==> config.mk <==
export PLATFORM = sky130hd
export DESIGN_NAME = zlib_stored_block_framer
export DESIGN_NICKNAME = d
export VERILOG_FILES = /design/src/design/zsbf_pkg.sv /design/src/design/zlib_stored_block_framer.sv
export SDC_FILE = /design/constraint.sdc
export NUM_CORES = 1
export LEC_CHECK = 0
export ABC_AREA = 1
export BUFFER_PORTS_ARGS = -buffer_cell sky130_fd_sc_hd__buf_2
export CORE_ASPECT_RATIO = 0.6
export CORE_MARGIN = 5
export CORE_UTILIZATION = 60
export DETAILED_ROUTE_END_ITERATION = 8
export GPL_TIMING_DRIVEN = 1
export PLACE_DENSITY = 0.83
export REMOVE_ABC_BUFFERS = 1
export SYNTH_ARGS = -nofsm -noshare
export SYNTH_HDL_FRONTEND = slang
export SYNTH_SLANG_ARGS = --single-unit
==> constraint.sdc <==
create_clock -name clk -period 14.52 [get_ports clk]
set_input_delay 2.178 -clock clk [delete_from_list [all_inputs] [get_ports clk]]
set_output_delay 2.178 -clock clk [all_outputs]
set_load 0.02 [all_outputs]
==> src/design/zsbf_pkg.sv <==
`default_nettype none
package zsbf_pkg;

  // default sizing
  localparam int BLOCK_MAX_DEF   = 65535;
  localparam int LENGTH_BITS_DEF = 32;

  // request commands
  localparam logic CMD_START = 1'b0;
  localparam logic CMD_DATA  = 1'b1;

  // zlib stream constants
  localparam logic [7:0]  ZLIB_CMF       = 8'h78;
  localparam logic [7:0]  ZLIB_FLG       = 8'h01;
  localparam logic [16:0] ADLER_MOD      = 17'd65521;
  // zlib header (2) + one block header (5) + trailer (4)
  localparam int          FRAME_OVERHEAD = 11;

  // framer sequencer
  typedef enum logic [3:0] {
    S_IDLE,
    S_DIVIDE,
    S_QUOT,
    S_BOUND,
    S_CHECK,
    S_ZHDR1,
    S_BH0,
    S_BH1,
    S_BH2,
    S_BH3,
    S_BH4,
    S_TR0,
    S_TR1,
    S_TR2,
    S_TR3
  } state_t;

endpackage
`default_nettype wire

==> src/design/zlib_stored_block_framer.sv <==
// zlib framer for stored (uncompressed) deflate blocks with an Adler-32 trailer. A start
// request (command 0) carries the message length and the output capacity; the capacity is
// checked against length + 5 bytes per BLOCK_MAX-byte block + 6, and a short capacity gives a
// single error result. An accepted start yields eleven results for an empty message and
// seven otherwise (zlib header and first block header); its first result passes the input
// register, the low and high halves of the reciprocal multiply giving length / BLOCK_MAX, the
// bound sum and the check, and the request channel is held off until that check. A data
// request (command 1) is echoed via the input and result registers; requests stream back to
// back at one per cycle while the output is ready and no header or trailer is due. The byte
// that closes a block adds five header bytes, the last byte the four Adler-32 bytes, one result
// per cycle while the output is ready. Data requests with no active message give no result.
`default_nettype none
module zlib_stored_block_framer
  import zsbf_pkg::*;
#(
  parameter int BLOCK_MAX   = BLOCK_MAX_DEF,
  parameter int LENGTH_BITS = LENGTH_BITS_DEF
) (
  input  wire logic        clk,
  input  wire logic        rst,
  input  wire logic        in_valid,
  output logic             in_ready,
  input  wire logic        command,
  input  wire logic [7:0]  data_byte,
  input  wire logic [31:0] total_length,
  input  wire logic [32:0] capacity,
  output logic             out_valid,
  input  wire logic        out_ready,
  output logic [7:0]       out_byte,
  output logic             last,
  output logic             message_end,
  output logic             error,
  output logic [32:0]      total_size
);

  localparam int LB     = LENGTH_BITS;
  localparam int CMP_W  = (LB + 4 > 33) ? LB + 4 : 33;
  localparam int W2     = (LB > 16) ? LB : 16;
  localparam int HL     = LB / 2;
  localparam int HH     = LB - HL;
  localparam int PW     = 2 * LB + 1;
  localparam int MW     = LB + 1;
  localparam int RS     = LB + $clog2(BLOCK_MAX);
  localparam logic [16:0]      BLK_MAX17 = 17'(BLOCK_MAX);
  localparam logic [15:0]      BLK_MAX16 = 16'(BLOCK_MAX);
  localparam logic [W2-1:0]    BLK_MAXW  = W2'(BLOCK_MAX);
  // ceil(2^RS / BLOCK_MAX), exact quotient for every LB-bit length
  localparam logic [LB:0]      RECIP     =
    MW'(((128'd1 << RS) + 128'(BLOCK_MAX) - 128'd1) / 128'(BLOCK_MAX));

  // framer state
  state_t          state;
  state_t          state_next;
  logic [15:0]     sum_low;
  logic [15:0]     sum_high;
  logic [LB-1:0]   bytes_remaining;
  logic [15:0]     block_remaining;
  logic [32:0]     bytes_emitted;
  logic            message_active;

  // input register
  logic            ir_valid;
  logic            ir_command;
  logic [7:0]      ir_byte;
  logic [LB-1:0]   ir_length;
  logic [32:0]     ir_capacity;
  logic            ir_consume;

  // quotient and bound
  logic [HL+LB:0]  prod_lo;
  logic [HH+LB:0]  prod_hi;
  logic [PW-1:0]   prod_sum;
  logic [LB-1:0]   div_quo;
  logic [CMP_W-1:0] bound;
  logic            reject;

  // per-cycle result
  logic            slot_free;
  logic            emit;
  logic [7:0]      emit_byte;
  logic            emit_end;
  logic            emit_error;
  logic [32:0]     emitted_inc;

  // adler and counter updates for a data byte
  logic [16:0]     sl_sum;
  logic [15:0]     sl_new;
  logic [16:0]     sh_sum;
  logic [15:0]     sh_new;
  logic            rem_ends;
  logic            blk_ends;
  logic [W2-1:0]   rem_wide;
  logic            final_now;
  logic [15:0]     hdr_len;

  assign slot_free   = !out_valid || out_ready;
  assign in_ready    = !ir_valid || ir_consume;
  assign emitted_inc = bytes_emitted + 33'd1;

  assign sl_sum = {1'b0, sum_low} + {9'd0, ir_byte};
  assign sl_new = (sl_sum >= ADLER_MOD) ? 16'(sl_sum - ADLER_MOD) : sl_sum[15:0];
  assign sh_sum = {1'b0, sum_high} + {1'b0, sl_new};
  assign sh_new = (sh_sum >= ADLER_MOD) ? 16'(sh_sum - ADLER_MOD) : sh_sum[15:0];

  assign rem_ends = (bytes_remaining <= LB'(1));
  assign blk_ends = (block_remaining <= 16'd1);

  // next block size and final flag
  assign rem_wide   = W2'(bytes_remaining);
  assign final_now  = (rem_wide <= BLK_MAXW);
  assign hdr_len    = final_now ? rem_wide[15:0] : BLK_MAX16;

  // high half of the reciprocal product, folded with the registered low half
  assign prod_hi  = {{(LB+1){1'b0}}, ir_length[LB-1:HL]} * {{HH{1'b0}}, RECIP};
  assign prod_sum = PW'(prod_lo) + (PW'(prod_hi) << HL);

  assign reject = (CMP_W'(ir_capacity) < bound);

  // next state
  always_comb begin
    state_next = state;
    unique case (state)
      S_IDLE: begin
        if (ir_valid) begin
          if (ir_command == CMD_START) begin
            state_next = S_DIVIDE;
          end else if (message_active && slot_free) begin
            if (rem_ends) begin
              state_next = S_TR0;
            end else if (blk_ends) begin
              state_next = S_BH0;
            end
          end
        end
      end
      S_DIVIDE: state_next = S_QUOT;
      S_QUOT:   state_next = S_BOUND;
      S_BOUND:  state_next = S_CHECK;
      S_CHECK:  if (slot_free) state_next = reject ? S_IDLE : S_ZHDR1;
      S_ZHDR1:  if (slot_free) state_next = S_BH0;
      S_BH0:    if (slot_free) state_next = S_BH1;
      S_BH1:    if (slot_free) state_next = S_BH2;
      S_BH2:    if (slot_free) state_next = S_BH3;
      S_BH3:    if (slot_free) state_next = S_BH4;
      S_BH4: begin
        if (slot_free) state_next = (bytes_remaining == '0) ? S_TR0 : S_IDLE;
      end
      S_TR0:    if (slot_free) state_next = S_TR1;
      S_TR1:    if (slot_free) state_next = S_TR2;
      S_TR2:    if (slot_free) state_next = S_TR3;
      S_TR3:    if (slot_free) state_next = S_IDLE;
      default:  state_next = S_IDLE;
    endcase
  end

  // result selection and input consumption
  always_comb begin
    emit       = 1'b0;
    emit_byte  = 8'd0;
    emit_end   = 1'b0;
    emit_error = 1'b0;
    ir_consume = 1'b0;
    unique case (state)
      S_IDLE: begin
        if (ir_valid && ir_command == CMD_DATA) begin
          ir_consume = !message_active || slot_free;
          emit       = message_active && slot_free;
          emit_byte  = ir_byte;
        end
      end
      S_DIVIDE, S_QUOT, S_BOUND: begin
        emit = 1'b0;
      end
      S_CHECK: begin
        ir_consume = slot_free;
        emit       = slot_free;
        emit_error = reject;
        emit_byte  = reject ? 8'd0 : ZLIB_CMF;
      end
      S_ZHDR1: begin
        emit      = slot_free;
        emit_byte = ZLIB_FLG;
      end
      S_BH0: begin
        emit      = slot_free;
        emit_byte = {7'd0, final_now};
      end
      S_BH1: begin
        emit      = slot_free;
        emit_byte = block_remaining[7:0];
      end
      S_BH2: begin
        emit      = slot_free;
        emit_byte = block_remaining[15:8];
      end
      S_BH3: begin
        emit      = slot_free;
        emit_byte = ~block_remaining[7:0];
      end
      S_BH4: begin
        emit      = slot_free;
        emit_byte = ~block_remaining[15:8];
      end
      S_TR0: begin
        emit      = slot_free;
        emit_byte = sum_high[15:8];
      end
      S_TR1: begin
        emit      = slot_free;
        emit_byte = sum_high[7:0];
      end
      S_TR2: begin
        emit      = slot_free;
        emit_byte = sum_low[15:8];
      end
      S_TR3: begin
        emit      = slot_free;
        emit_byte = sum_low[7:0];
        emit_end  = 1'b1;
      end
      default: begin
        emit = 1'b0;
      end
    endcase
  end

  // input register
  always_ff @(posedge clk) begin
    if (rst) begin
      ir_valid <= 1'b0;
    end else if (in_valid && in_ready) begin
      ir_valid <= 1'b1;
    end else if (ir_consume) begin
      ir_valid <= 1'b0;
    end
  end

  always_ff @(posedge clk) begin
    if (in_valid && in_ready) begin
      ir_command  <= command;
      ir_byte     <= data_byte;
      ir_length   <= LB'(total_length);
      ir_capacity <= capacity;
    end
  end

  // length / BLOCK_MAX by reciprocal multiply, low half then high half
  always_ff @(posedge clk) begin
    if (state == S_DIVIDE) begin
      prod_lo <= {{(LB+1){1'b0}}, ir_length[HL-1:0]} * {{HL{1'b0}}, RECIP};
    end
    if (state == S_QUOT) begin
      div_quo <= LB'(prod_sum >> RS);
    end
  end

  // size bound
  always_ff @(posedge clk) begin
    if (state == S_BOUND) begin
      bound <= CMP_W'(ir_length) + (CMP_W'(div_quo) << 2) + CMP_W'(div_quo)
             + CMP_W'(FRAME_OVERHEAD);
    end
  end

  // sequencer and message state
  always_ff @(posedge clk) begin
    if (rst) begin
      state           <= S_IDLE;
      sum_low         <= 16'd1;
      sum_high        <= 16'd0;
      bytes_remaining <= '0;
      block_remaining <= 16'd0;
      bytes_emitted   <= 33'd0;
      message_active  <= 1'b0;
    end else begin
      state <= state_next;
      if (emit) begin
        bytes_emitted <= (state == S_CHECK) ? (reject ? 33'd0 : 33'd1) : emitted_inc;
        unique case (state)
          S_IDLE: begin
            sum_low         <= sl_new;
            sum_high        <= sh_new;
            if (bytes_remaining != '0) bytes_remaining <= bytes_remaining - LB'(1);
            if (block_remaining != 16'd0) block_remaining <= block_remaining - 16'd1;
          end
          S_CHECK: begin
            sum_low         <= 16'd1;
            sum_high        <= 16'd0;
            block_remaining <= 16'd0;
            message_active  <= !reject;
            bytes_remaining <= reject ? '0 : ir_length;
          end
          S_BH0: begin
            block_remaining <= hdr_len;
          end
          S_TR3: begin
            message_active <= 1'b0;
          end
          default: begin
            message_active <= message_active;
          end
        endcase
      end
    end
  end

  // result register
  always_ff @(posedge clk) begin
    if (rst) begin
      out_valid <= 1'b0;
    end else if (slot_free) begin
      out_valid <= emit;
    end
  end

  always_ff @(posedge clk) begin
    if (slot_free && emit) begin
      out_byte    <= emit_byte;
      last        <= (state_next == S_IDLE);
      message_end <= emit_end;
      error       <= emit_error;
      total_size  <= emit_end ? emitted_inc : 33'd0;
    end
  end

`ifndef SYNTHESIS
  // a rejected start gives exactly one result
  assert property (@(posedge clk) disable iff (rst)
    out_valid && error |-> last && !message_end)
    else $error("error result not marked last");

  // the stream ends on the final result of a request
  assert property (@(posedge clk) disable iff (rst)
    out_valid && message_end |-> last && !error)
    else $error("message end not on last result");

  // a message closes only by its trailer or by a new start
  assert property (@(posedge clk) disable iff (rst)
    $fell(message_active) |-> $past(state == S_TR3 || state == S_CHECK))
    else $error("message dropped outside trailer or start");

  // adler sums stay reduced
  assert property (@(posedge clk) disable iff (rst)
    {1'b0, sum_low} < ADLER_MOD && {1'b0, sum_high} < ADLER_MOD)
    else $error("adler sum out of range");

  // block byte count never exceeds one block
  assert property (@(posedge clk) disable iff (rst)
    {1'b0, block_remaining} <= BLK_MAX17)
    else $error("block count above block size");
`endif

endmodule
`default_nettype wire

==> metrics.md, run 1 <==
| Metric | Value |
|---|---|
| Fmax achieved | around 170 MHz |
| CTS Hold Bufs | 0 |
| Clk root buf | clkbuf_16 |
| WP data arrival | approximately 3.6 ns |
| Die H | ~160 um |
| Leakage power | roughly 10 nW |
| RSZ-0062 raised after global routing | no |
| Hpwl dp | around 50000 um |
| Routed WL | 66300 um |
| YS warnings | 0 |
| Dpl cell area | ~0.022 mm2 |
| Cts repair resizes | 0 |
| First-pass DRT Iterations | 7 |
| Multi-input logic area | between 0.01 and 0.015 mm2 |
| Setup crit start | out_ready |
| Status | finished clean |
| Antenna violations before repair | 0 |
| Synth area leader | edfxtp_1 |
| Worst VDD drop | ~100 uV |
| Reg2Reg Setup Slack | about 8.8 ns |
| Die W | about 250 um |
| Htree depth | 1 |
| TritonCTS clock tree | yes |
| Largest net degree at the start of global routing | 68 |
| DR WL/cell | 20.1 um |
| Cts bufs inserted | 30 |
| Initial Util | roughly three fifths |
| Fillers | around 3000 |
| Mapped cell area | between 0.02 and 0.025 mm2 |
| Vias/cell | 5.99 |
| Clock sink total | 320 |
| Startpoint Class | primary input |
| Req. time, crit path | 12.34 ns |
| Total power divided by cell area | between 100 and 150 mW/mm2 |
| Maxcap violations | 0 |
| Worst skew pair latency | just under 0.6 ns |
| Synth top area share | 28.3% |
| Reg2Reg Depth | 31 |
| Final instance area | between 0.02 and 0.025 mm2 |
| Die area | slightly below 0.04 mm2 |
| Global router's overall resource usage | between 30% and 40% |
| Relative slew slack | between 10% and 20% |
| Core region area | roughly 0.035 mm2 |
| Io pins | roughly 120 |
| Vias in the first global route | roughly 18000 |
| WHS | 0.476 ns |
| Clock skew | between 0.015 and 0.02 ns |
| CP endpoint | in_ready |
| Sequential element share of the synthesized area | around two fifths |
| Final Hold Fails | 0 |
| Final worst-path cycle share | 39.7% |
| Fraction of layout cells with a size suffix above 1 | around a tenth |
| Total congestion overflow | 0 |
| Worst Tran Pin Value | approximately 1.3 ns |
| P&R area growth vs syn | 9.40% |
| DRT antenna net count | 0 |
| 1st-iter DRT viols | between 2000 and 3000 |
| Tmin final | a little under 6 ns |
| Vias after detailed routing | approximately 20000 |
| Register area | 0.00841 mm2 |
| Post-synth ARST share | 0% |
| Worst-path fanout max | 7 |
| RR Endpoint | sum_high[7] |
| Final setup violation count | 0 |
| Reg clk slew, reported paths | 0.07 ns |
| Synth Flop Type | edfxtp_1 |
| Fin. max-slew vios | 0 |
| Cell row count | 53 |
| Final nets | between 3000 and 4000 |
| # DRC | 0 |
| Worst min path class | reg2reg |
| Area contributors post-synth | edfxtp_1 (28%), dfxtp_1 (11%), nand2_1 (9.8%) |
| Yosys cell types | 65 |
| First-pass GRT wire length | between 100000 and 150000 um |
| WS Path Type | in2out |
| Setup TNS Final | 0 ns |
| Post-CTS setup buffers | 0 |
| CTS Buffer Depth | 3 |
| Critical Path Sink Type | primary output |
| EDFF count, synth | 200 |
| Mean Syn Cell Area | about 7.9 um2 |
| Worst reg2reg path startpoint | ir_byte[0] |
| IO Port Bufs | 123 |
| Synthesized instance count | 2699 |
| Flops & latches, synth | 320 |
| Final GP Congestion | around 1.1 |
registers in the layout, summed over array words and instances (netlist names), 4 cells and up:
signal,flops
div_quo,17
prod_lo,32
out_byte,8
block_remaining,16
ir_byte,8
bound,33
state,4
ir_capacity,33
total_size,33
sum_high,16
bytes_emitted,33
bytes_remaining,32
ir_length,32
sum_low,16
logic make-up after synthesis:
family                     count (synthesis)  share of synthesized area, %
adders and majority gates                165                          10.4
muxes                                      1                        0.0531
DFF                                      320                          39.6
and+or+nand+nor                         1222                          25.3
AOI/OAI and AO/OA                        455                          12.0
xor gates and xnor gates                 111                          4.65
buffers and inverters                    425                          7.99
cell usage after synthesis (all sizes together) (5+ instances only):
cell type / n
a31oi: 27
nand3: 165
nand2: 578
a221oi: 18
a21oi: 219
nand4: 63
o22ai: 18
nor4: 14
edfxtp: 200
o211ai: 9
nor3: 45
o21ai: 131
fa: 18
xnor2: 22
dfxtp: 120
buf: 28
nand3b: 6
clkbuf: 30
a21boi: 5
ha: 147
inv: 366
nor2: 329
or2: 16
xor2: 89
layout by cell type, fill, tap and decap left out, types with 6 or more instances in the layout:
master	count
nand2_2	21
clkbuf_1	10
clkbuf_16	31
inv_2	20
xor2_1	87
o211ai_1	9
buf_4	12
inv_1	345
a221oi_1	18
a31oi_1	26
fa_1	18
o21ai_1	34
nor2_2	16
edfxtp_1	200
nor4_1	13
nand3b_1	6
o22ai_1	18
nor2_4	8
or2_2	9
ha_1	147
nor2_1	304
nand4_1	63
buf_2	123
xnor2_1	22
nand2_1	555
nor3_1	44
a21oi_1	216
dfxtp_1	120
o21ai_0	95
nand3_1	159
power breakdown:
group | leakage, nW | switching [W] | internal (W)
Combinational | 6.60 | 0.000663 | 0.000344
Clock | 0.485 | 0.000360 | 0.000461
Sequential | 2.87 | 0.0000763 | 0.00111
area by class of cell:
type / instances / share of cell area, %
timing repair buffer: 135 / 3.04
clock inverter: 12 / 0.615
antenna: 1 / 0.0108
tap: 467 / 2.52
clock buffer: 44 / 3.68
sequential: 320 / 36.2
multi-input combinational: 1954 / 48.0
inverter: 366 / 5.93
critical path, cell delays in order:
cell,delay [ns]
buf_2,0.09
or2_2,0.35
inv_1,0.18
nor2_1,0.09
o21ai_0,0.38
nand2_1,0.13
buf_2,0.19
per-stage QoR:
step,instances,power (W),utilization (%),setup WS [ns]
detailed placement,3241,0.00216,63.5,8.78
global route,3298,0.00317,66.4,8.45
finish,3299,0.00301,66.4,8.75
global placement,3241,0.00214,63.5,8.85
CTS,3297,0.00298,66.4,8.77
floorplan,2640,0.00188,-,7.76
layer usage:
metal / global-route usage, % / part of all wire, % / vias to the layer above
li1: - / - / 9278
met1: 54.2 / 47 / 9191
met2: 41.9 / 37 / 1200
met3: 8.86 / 15 / 99
met4: 5.55 / 1.8 / 0
met5: 0 / 0 / -
worst min-delay path by stage:
stage                            startpoint                end  slack (ns)  cells after the start
after global placement    bytes_emitted[32]  bytes_emitted[32]        0.45                      2
after detailed placement  bytes_emitted[32]  bytes_emitted[32]        0.47                      2
after global routing      bytes_emitted[32]  bytes_emitted[32]        0.51                      2
after CTS                 bytes_emitted[32]  bytes_emitted[32]        0.48                      2
final                     bytes_emitted[32]  bytes_emitted[32]        0.48                      2
after floorplan           bytes_emitted[32]  bytes_emitted[32]        0.44                      2
Note: power is estimated with default switching activity, not from simulation.
==> inputs of run 2 (changes only) <==
--- a/config.mk
+++ b/config.mk
@@ -5,14 +5,14 @@
 export SDC_FILE = /design/constraint.sdc
 export NUM_CORES = 1
 export LEC_CHECK = 0
-export ABC_AREA = 1
+export ABC_AREA = 0
 export BUFFER_PORTS_ARGS = -buffer_cell sky130_fd_sc_hd__buf_2
 export CORE_ASPECT_RATIO = 0.6
 export CORE_MARGIN = 5
-export CORE_UTILIZATION = 60
+export CORE_UTILIZATION = 56
 export DETAILED_ROUTE_END_ITERATION = 8
 export GPL_TIMING_DRIVEN = 1
-export PLACE_DENSITY = 0.83
+export PLACE_DENSITY = 0.81
 export REMOVE_ABC_BUFFERS = 1
 export SYNTH_ARGS = -nofsm -noshare
 export SYNTH_HDL_FRONTEND = slang
==> constraint.sdc (replaced) <==
create_clock -name clk -period 5.2 [get_ports clk]
set_input_delay 0.78 -clock clk [delete_from_list [all_inputs] [get_ports clk]]
set_output_delay 0.78 -clock clk [all_outputs]
set_load 0.02 [all_outputs]
==> metrics.md, run 2 <==
| Metric | Value |
|---|---|
| First-pass DRT Iterations | 6 (-1) |
| Die H | 156 um (+0.27%) |
| Global router's overall resource usage | 29.3% (-3.3 points) |
| NetSw | 0.00212 W (+92%) |
| CTS Hold Bufs | 0 (unchanged) |
| Antenna cell count | 0 (-1) |
| WP data arrival | 6.22 ns (+2.63 ns) |
| Leakage power | 9.65 nW (-3.1%) |
| Io pins | 124 (unchanged) |
| P&R area growth vs syn | 18.6% |
| Hpwl dp | 44400 um (-13%) |
| Mean Syn Cell Area | 9.44 um2 (+20%) |
| Worst-path fanout max | 6 (-1) |
| Fin. max-slew vios | 0 (unchanged) |
| Flops & latches, synth | 320 (unchanged) |
| Synth Flop Type | edfxtp_1 |
| Area contributors post-synth | edfxtp_1 (30%), dfxtp_1 (12%), ha_1 (9.2%) |
| Met2 Use GR | 42.1% (+0.13 points) |
| Cts bufs inserted | 31 (+3.3%) |
| Core region area | 0.0351 mm2 (+0.38%) |
| Final core occ | 67.3% (+0.94 points) |
| Met1 usage | 43.0% (-11 points) |
| Final Hold Fails | 0 (unchanged) |
| Reg clk slew, reported paths | 0.07 ns (about the same) |
| Failing checks | setup timing |
| Initial Util | 56.8% (-3.9 points) |
| Final nets | 2604 (-15%) |
| Final worst-path cycle share | 110% |
| Htree depth | 1 (unchanged) |
| Total power divided by cell area | 295 mW/mm2 (+130%) |
| Cell row count | 53 (unchanged) |
| IO Port Bufs | 123 (unchanged) |
| Sequential Power Share | 43.2% (+3.9 points) |
| Clock sink total | 320 (unchanged) |
| Worst skew pair latency | 0.61 ns (+0.03 ns) |
| Largest net degree at the start of global routing | 59 (-13%) |
| 1st-iter DRT viols | 1983 (-21%) |
| CTS Buffer Depth | 3 (unchanged) |
| Top cells by count, synth | nor2_1 (206), edfxtp_1 (200), nand2_1 (176), a21oi_1 (162), ha_1 (147) |
| Grt met3 use | 9.85% (+0.98 points) |
| RSZ-0062 raised after global routing | yes |
| Top-count cell post-synth | nor2_1 |
| DRT antenna net count | 0 (unchanged) |
| Synth top area share | 30.2% (+1.9 points) |
| Fraction of layout cells with a size suffix above 1 | 19.4% (+9.7 points) |
| Vias after detailed routing | 18000 (-8.9%) |
| Fmax achieved | between 150 and 200 MHz |
| Die area | 0.0396 mm2 (+0.54%) |
| WS Path Type | reg2reg |
| Synth area leader | edfxtp_1 |
| Req. time, crit path | 5.70 ns (-6.64 ns) |
| # DRC | 0 (unchanged) |
| Maxcap violations | 0 (unchanged) |
| Most frequent cells in the layout | nor2_1 (203), edfxtp_1 (200), buf_4 (182) |
| Die W | 253 um (+0.27%) |
| Final setup violation count | 16 (+16) |
| Int Power | 0.00486 W (+150%) |
| Worst VDD drop | 275 uV (+170%) |
| Fillers | 2609 (-13%) |
| Total power | 0.00698 W (+130%) |
| TritonCTS clock tree | yes |
| YS warnings | 0 (unchanged) |
| Clock power share | 32.6% (+5.3 points) |
| Mapped cell area | 0.0199 mm2 (-6.1%) |
| Tmin final | about 5.7 ns |
| Clk root buf | clkbuf_16 |
| Antenna violations before repair | 0 (unchanged) |
| Startpoint Class | flop |
| Yosys cell types | 92 (+42%) |
| Switching Fraction | 30.3% (-6.2 points) |
| Global routing's busiest layer | met1 |
| Fin worst setup slack | -0.513 ns (-9.26 ns) |
| Commonest non-fill, non-tap cell in the layout | nor2_1 |
| EDFF count, synth | 200 (unchanged) |
| Total congestion overflow | 0 (unchanged) |
| Post-synth ARST share | 0% (unchanged) |
| First-pass GRT wire length | 93300 um (-8.4%) |
| Final GP Congestion | 1.01 (-5.0%) |
| Comb power frac | 24.2% (-9.2 points) |
| Vias in the first global route | 17000 (-5.0%) |
| Clock skew | 0.0279 ns (+0.0106 ns) |
| DR WL/cell | 21.3 um (+5.9%) |
| Synthesized instance count | 2110 (-22%) |
| Routed WL | 60700 um (-8.5%) |
| Worst Tran Pin Value | 1.15 ns (-0.158 ns) |
| Vias/cell | 6.31 (+5.3%) |
| Status | complete, but fails checks |
| Relative slew slack | 22.9% (+10 points) |
| Worst min path class | in2reg |
| Critical Path Sink Type | flop |
| Sequential element share of the synthesized area | 42.2% (+2.6 points) |
[run 2: worst paths after layout]
| kind | start | endpoint | slack, ns | depth (start not counted) |
|---|---|---|---|---|
| worst max register to register | ir_byte[0] | sum_high[11] | -0.51 | 26 |
| worst max-delay path | ir_byte[0] | sum_high[11] | -0.51 | 26 |
| worst min register to register | bytes_emitted[1] | bytes_emitted[1] | 0.50 | 2 |
| worst min-delay path | capacity[26] | ir_capacity[26] | 0.35 | 1 |
[run 2: metrics by stage]
step	setup TNS, ns	std cells	worst slack, ns	hold slack (ns)	instance area, um2
after floorplan	-68.48	2015	-0.895	0.442	19500
after global placement	-7.12	2762	-0.540	0.464	21900
after detailed placement	-10.52	2762	-0.749	0.486	21900
after CTS	-3.12	2836	-0.252	0.324	23300
after global routing	-9.48	2852	-0.679	0.329	23600
final	-6.87	2852	-0.513	0.349	23600
[run 2: timing repair]
action,CTS,global route
pin swaps,37,30
cloned,0,0
buffers inserted,17,16
resized for setup,53,36
endpoints found under the setup margin,16,16
[run 2: area by class of cell]
class                   count  area [um2]  share of cell area [%]
multi-input cells        1618       11300                    47.7
flip-flops and latches    320        8410                    35.6
repair buffers            313        2070                    8.77
clock buffers              43         861                    3.64
well taps                 467         584                    2.47
inverters                  77         289                    1.22
clock inverters            14         139                   0.588
[run 2: critical path, stage by stage, from the launching register on]
cell	delay [ns]
edfxtp_1	0.44
ha_4	0.20
fa_2	0.35
a21o_1	0.18
a21oi_2	0.18
o21bai_1	0.09
a21oi_1	0.17
xor2_1	0.29
nor4_2	0.09
buf_4	0.15
a31oi_4	0.24
buf_6	0.15
xnor2_4	0.11
ha_2	0.20
inv_2	0.04
fa_2	0.36
nand3b_1	0.24
and2_4	0.20
o21a_1	0.21
xnor2_2	0.17
nor4b_4	0.38
nand4_1	0.26
nor3_4	0.23
a21o_1	0.18
buf_6	0.13
a31oi_2	0.10
o32ai_2	0.25
[run 2: power groups by stage]
stage               clock, W  combinational [W]  sequential, W
CTS                  0.00231            0.00164        0.00301
global placement           0            0.00150        0.00306
detailed placement         0            0.00160        0.00306
finish               0.00228            0.00169        0.00301
global route         0.00241            0.00184        0.00302
floorplan                  0            0.00104        0.00309
[run 2: routing by layer]
layer / wire length, um / part of all wire (%)
met1: 25800 / 42
met4: 1620 / 2.7
met2: 24800 / 41
met5: 0 / 0
met3: 8490 / 14
[run 2: logic make-up (layout without fill, tap and decap cells)]
family                     Yosys count  count (layout)  synth area share (%)
muxes                                9               9                 0.522
and+or+nand+nor                    754             754                  19.2
AOI/OAI and AO/OA                  548             548                  17.4
buffers and inverters              172             447                  3.39
adders and majority gates          165             165                  11.0
DFF                                320             320                  42.2
xor gates and xnor gates           142             142                  6.25
